==> src/rtl/core/losg_pkg.sv <==
package losg_pkg;

  localparam int unsigned InW      = 208;
  localparam int unsigned OutW     = 96;
  localparam int unsigned CfgIdxW  = 3;
  localparam int unsigned CfgDataW = 32;
  localparam int unsigned CordicSteps = 20;

  localparam logic [15:0] PiQ13 = 16'd25736;
  localparam logic [24:0] PiQ20 = 25'd3294199;

  localparam logic [CfgIdxW-1:0] REG_MAX_SPEED   = 3'd0;
  localparam logic [CfgIdxW-1:0] REG_MIN_SPEED   = 3'd1;
  localparam logic [CfgIdxW-1:0] REG_MIN_STEER   = 3'd2;
  localparam logic [CfgIdxW-1:0] REG_MAX_STEER   = 3'd3;
  localparam logic [CfgIdxW-1:0] REG_SPEED_KP    = 3'd4;
  localparam logic [CfgIdxW-1:0] REG_SPEED_KI_T  = 3'd5;
  localparam logic [CfgIdxW-1:0] REG_STEER_KP    = 3'd6;
  localparam logic [CfgIdxW-1:0] REG_INV_THRESH  = 3'd7;

  typedef enum logic [4:0] {
    OP_IDLE, OP_SQ_AX, OP_SQ_AY, OP_SUM_D, OP_SQRT_D, OP_SQ_VX, OP_SQ_VY,
    OP_SUM_V, OP_SQRT_V, OP_MUL_T, OP_MUL_TH, OP_MUL_TL, OP_REF, OP_MUL_I,
    OP_INTEG, OP_MUL_C, OP_CMD, OP_OUT
  } op_e;

  typedef struct packed {
    op_e  op;
    logic load;
  } cmd_t;

  typedef struct packed {
    logic sqrt_last;
    logic out_free;
  } stat_t;

  typedef struct packed {
    logic [30:0] max_speed;
    logic [31:0] min_speed;
    logic [15:0] min_steer;
    logic [15:0] max_steer;
    logic [15:0] speed_kp;
    logic [15:0] speed_ki_t;
    logic [15:0] steer_kp;
    logic [23:0] inv_thresh;
  } cfg_t;

  // Arctangent of 2^-i in Q.20 radians.
  function automatic logic [19:0] atan_f(input logic [4:0] i);
    logic [19:0] v;
    unique case (i)
      5'd0:  v = 20'd823550;
      5'd1:  v = 20'd486170;
      5'd2:  v = 20'd256879;
      5'd3:  v = 20'd130396;
      5'd4:  v = 20'd65451;
      5'd5:  v = 20'd32757;
      5'd6:  v = 20'd16383;
      5'd7:  v = 20'd8192;
      5'd8:  v = 20'd4096;
      5'd9:  v = 20'd2048;
      5'd10: v = 20'd1024;
      5'd11: v = 20'd512;
      5'd12: v = 20'd256;
      5'd13: v = 20'd128;
      5'd14: v = 20'd64;
      5'd15: v = 20'd32;
      5'd16: v = 20'd16;
      5'd17: v = 20'd8;
      5'd18: v = 20'd4;
      5'd19: v = 20'd2;
      default: v = 20'd0;
    endcase
    return v;
  endfunction

endpackage

==> src/rtl/core/losg_ctrl.sv <==
module losg_ctrl
  import losg_pkg::*;
(
  input  logic  clk_i,
  input  logic  rst_ni,
  input  logic  in_valid_i,
  output logic  in_ready_o,
  input  stat_t stat_i,
  output cmd_t  cmd_o
);

  localparam logic [4:0] S_IDLE   = 5'd0;
  localparam logic [4:0] S_SQ_AX  = 5'd1;
  localparam logic [4:0] S_SQRT_D = 5'd4;
  localparam logic [4:0] S_SQ_VX  = 5'd5;
  localparam logic [4:0] S_SQRT_V = 5'd8;
  localparam logic [4:0] S_MUL_T  = 5'd9;
  localparam logic [4:0] S_OUT    = 5'd17;

  logic [4:0] state_q, state_d;

  assign in_ready_o = (state_q == S_IDLE);
  assign cmd_o.op   = op_e'(state_q);
  assign cmd_o.load = in_ready_o & in_valid_i;

  always_comb begin
    state_d = state_q;
    unique case (state_q)
      S_IDLE:   if (in_valid_i) state_d = S_SQ_AX;
      S_SQRT_D: if (stat_i.sqrt_last) state_d = S_SQ_VX;
      S_SQRT_V: if (stat_i.sqrt_last) state_d = S_MUL_T;
      S_OUT:    if (stat_i.out_free) state_d = S_IDLE;
      default: begin
        if (state_q < S_OUT) state_d = state_q + 5'd1;
        else state_d = S_IDLE;
      end
    endcase
  end

  always_ff @(posedge clk_i or negedge rst_ni) begin
    if (!rst_ni) state_q <= S_IDLE;
    else state_q <= state_d;
  end

endmodule

==> config.mk <==
export PLATFORM = sky130hd
export DESIGN_NAME = losg_ctrl
export DESIGN_NICKNAME = d
export VERILOG_FILES = /design/src/rtl/core/losg_pkg.sv /design/src/rtl/core/losg_ctrl.sv
export SDC_FILE = /design/constraint.sdc
export NUM_CORES = 1
export LEC_CHECK = 0
export ABC_AREA = 1
export BUFFER_PORTS_ARGS = -buffer_cell sky130_fd_sc_hd__buf_2
export CORE_AREA = 2 2 39 41
export DETAILED_ROUTE_END_ITERATION = 12
export DIE_AREA = 0 0 41 43
export PLACE_DENSITY = 0.57
export RECOVER_POWER = 50
export SLEW_MARGIN = 10
export SYNTH_ARGS = -nofsm -noshare
export SYNTH_HDL_FRONTEND = slang
export SYNTH_SLANG_ARGS = --single-unit
==> constraint.sdc <==
create_clock -name clk_i -period 1.6 [get_ports clk_i]
set_input_delay 0.48 -clock clk_i [delete_from_list [all_inputs] [get_ports clk_i]]
set_output_delay 0.48 -clock clk_i [all_outputs]
set_load 0.005 [all_outputs]
==> run summary <==
The synthesized area divided by synthesized cell count came out at 7.07 um2. sky130_fd_sc_hd__nand2_1 is the most common cell in the netlist. The final weighted congestion in routability-driven placement is 0.729. The share of total power in the clock network is 0.105.

The area growth from synthesis to final layout is 44.8%. CTS placed an instance of sky130_fd_sc_hd__clkbuf_4 at the clock tree root. For this design the total switching power over the nets is 0.000611 W. The simple-gate share of the synthesized area came out at 0.445. Across all layers, the routed design uses 418 vias.

The final reports fail on negative setup slack. The top cell type's share of synthesized area is 0.295. The number of buffer cells added on primary ports came out at 11. The clock input transition at the sequential cells of the worst setup and hold paths came out at 0.04 ns.

The clock reaches the later pin of the worst-skew pair after 0.24 ns. The number of cells after detailed placement came out at 91. The class of the most critical hold timing path is in2async. The pre-CTS worst setup slack is 0.0663 ns. The shortest clock period the worst path allows after layout came out at 1.71 ns. The adder and majority cell fraction of the synthesized area is 0.0885. Setup repair after global routing could not meet its margin everywhere.

The number of synthesized register bits came out at 5. The final worst clock skew is 0.00196 ns. The CTS tree is built. Of the total synthesized cell area, the portion taken by XOR and XNOR cells is 0.0619. The via count of the first global-routing pass came to 341. The core box area is 0.00138 mm2.

The average vias per placed instance is 4.18. The proportion of register bits with asynchronous set or reset after synthesis came out at 1.00. After detailed routing, the average wire length per cell comes to 9.15 um.

The die is 43 um tall. The synthesized netlist net count is between 60 and 70. The Yosys step of the flow raised 0 warnings. The maximum number of pins on one net before global-route repair came out at 8.

Measured against the total synthesized area, the mux share comes to 0. After synthesis, the largest family of logic cells by area is simple AND/OR/NAND/NOR gates. The leakage power figure came out at around 0.36 nW. The register with the most flip-flops in the layout has 5 of them. 12 I/O pins were placed. The synthesized netlist occupies a cell area of roughly 420 um2. The compound-cell area share of the yosys netlist is 0.0118. Of the total power, the share spent switching nets is 0.456. The fraction of the yosys area taken by sequential cells is 0.295. In this run, distinct cell masters in the synthesized netlist total 12. The proportion of power drawn by flip-flops and latches is 0.212. The worst slew margin relative to its limit is 0.808. The first global-routing pass estimated 1350 um of wire. The number of antenna violations at the first check in global routing came out at 0. For this configuration, the core starts out at a cell density of 0.307.

The layout net count came out at 93. The dominant register cell in the synthesized netlist is sky130_fd_sc_hd__dfrtp_1. The horizontal die dimension came out at 41 um.

After synthesis, the most frequently instantiated cells are 19 x sky130_fd_sc_hd__nand2_1, 10 x sky130_fd_sc_hd__inv_1, 5 x sky130_fd_sc_hd__dfrtp_1, 5 x sky130_fd_sc_hd__nor2_1. The endpoint type of the worst setup path is an output port. The smallest hold slack came out at about 0.077 ns. The fraction of final layout cells sized beyond drive strength 1 came out at 0.452. The hold violation count in the final report is 0. The minimum setup slack in the final design is -0.108 ns. The count of standard-cell rows is 14.

The pin slew with the least headroom to its limit came out at a little under 0.3 ns. The worst path arrival time is 1.23 ns. The remaining global-route overflow is 0. Across the run, the number of max-cap violations was 0. The largest registers in the layout are state_q x5. The DRC violation count after routing is 0. The portion of total power attributed to combinational logic came out at 0.683.

The final-report max-slew violation count was 0. The number of enable-type register cells in the synthesized netlist came out at 0. The count of nets left with antenna violations once routing finished came out at 0. In this run the cell area measured after placement is 529 um2.

The required time at the endpoint of the critical path came out at 1.12 ns. The portion of the clock cycle consumed by the worst path in the final layout is 1.07. Ranked by flip-flop count, first place goes to state_q. The first routing iteration left 0 violations.

The largest total area in the synthesized netlist belongs to sky130_fd_sc_hd__dfrtp_1. The highest net fanout along the worst path came out at 2. The number of antenna cells inserted is 0. The number of setup violations in the final report came out at 2.

After synthesis, the cell types taking the most area are sky130_fd_sc_hd__dfrtp_1 29%, sky130_fd_sc_hd__nand2_1 17%, sky130_fd_sc_hd__ha_1 8.8%, sky130_fd_sc_hd__inv_1 8.8%, sky130_fd_sc_hd__nor2_4 8.0%. The post-synthesis instance total is 60. The detailed-route wire length came out at 915 um.

The total global routing track utilization is 0.121. In this run the number of H-tree levels came out at 1. The number of buffers created by CTS came out at 3. The longest clock path from root to sink contains 2 buffers. The total die area is 0.00176 mm2. For this run, the detailed router's first-pass iteration total came to 1. The number of standard cells in the layout, taps in and fillers out came out at 100. Power spread over the standard cell area amounts to between 2000 and 2500 mW/mm2.

The worst setup path is launched from a register. The placed wire-length estimate after detailed placement is 660 um. The internal power of the cells totals about 0.00073 W. VDD sags by at most 0.937 mV. Clock tree synthesis found a total of 5 sinks.

By startpoint and endpoint, the worst setup path is classified as reg2out. The finished layout cell area is between 600 and 700 um2. The flow ran to the end, but the final reports show violations.

For this run, the top clock speed supported by timing is between 500 and 600 MHz.
placed cells by master, fill, tap and decap left out, drive strengths merged:
cell,n
nand2,23
nand3,6
ha,3
xor2,3
dfrtp,5
clkbuf,5
o21ai,1
buf,19
nor2,8
inv,11
path summary, 6_finish.rpt:
path / slack (ns) / cells after the start / from / end
setup reg to reg: 0.17 / 12 / state_q[0]$_DFFE_PN0P_ / state_q[0]$_DFFE_PN0P_
hold / removal: 0.08 / 1 / rst_ni / state_q[1]$_DFFE_PN0P_
hold reg to reg: 0.63 / 3 / state_q[1]$_DFFE_PN0P_ / state_q[1]$_DFFE_PN0P_
max in group asynchronous: 1.32 / 1 / rst_ni / state_q[3]$_DFFE_PN0P_
min in group clk_i: 0.56 / 4 / stat_i[0] / state_q[4]$_DFFE_PN0P_
setup / recovery: -0.11 / 7 / state_q[1]$_DFFE_PN0P_ / cmd_o[0]
kinds of logic after synthesis:
family                   Yosys count
buffers and inverters             11
flip-flops                         5
AND/OR/NAND/NOR                   37
XOR/XNOR                           3
AO/OA/AOI/OAI                      1
adder cells (fa/ha/maj)            3
stage by stage:
step                total power, W  setup TNS (ns)  utilization
global route               0.00148          -0.264        0.444
CTS                        0.00126          -0.212        0.423
floorplan                 0.000762               0            -
finish                     0.00134          -0.169        0.444
detailed placement         0.00102               0        0.382
global placement           0.00102               0        0.382
metal layers:
| metal | wire length [um] | track usage | part of all wire |
|---|---|---|---|
| met5 | 0 | 0 | 0 |
| met4 | 23 | 0.120 | 0.025 |
| met3 | 35 | 0.0157 | 0.038 |
| met2 | 484 | 0.184 | 0.53 |
| met1 | 371 | 0.132 | 0.41 |
power groups by stage:
stage / Combinational (W) / Sequential (W) / Clock [W]
after floorplan: 0.000470 / 0.000292 / 0
after global placement: 0.000751 / 0.000273 / 0
after detailed placement: 0.000752 / 0.000273 / 0
after CTS: 0.000830 / 0.000278 / 0.000149
after global routing: 0.00102 / 0.000295 / 0.000159
final: 0.000917 / 0.000285 / 0.000140
area by class of cell:
| cell class | instances | area, um2 |
|---|---|---|
| Inverter | 11 | 41.3 |
| Timing Repair Buffer | 20 | 121 |
| Clock buffer | 4 | 26.3 |
| Multi-Input combinational cell | 44 | 280 |
| Sequential cell | 5 | 125 |
| Fill cell | 155 | 769 |
| Tap cell | 16 | 20.0 |
critical path, cell delays in order, from the launching register on:
cell	delay, ns
sky130_fd_sc_hd__dfrtp_1	0.38
sky130_fd_sc_hd__inv_2	0.09
sky130_fd_sc_hd__ha_4	0.14
sky130_fd_sc_hd__inv_2	0.04
sky130_fd_sc_hd__nor2_4	0.09
sky130_fd_sc_hd__nand2_2	0.06
sky130_fd_sc_hd__nor2_1	0.08
sky130_fd_sc_hd__buf_2	0.11
what timing repair did:
| item | CTS | global route |
|---|---|---|
| resized for setup | 6 | 2 |
| endpoints found under the setup margin | 2 | 2 |
| hold buffers | 0 | 0 |
| buffers inserted | 2 | 3 |
| pin swaps | 2 | 2 |
(Power assumes the default switching activity.)
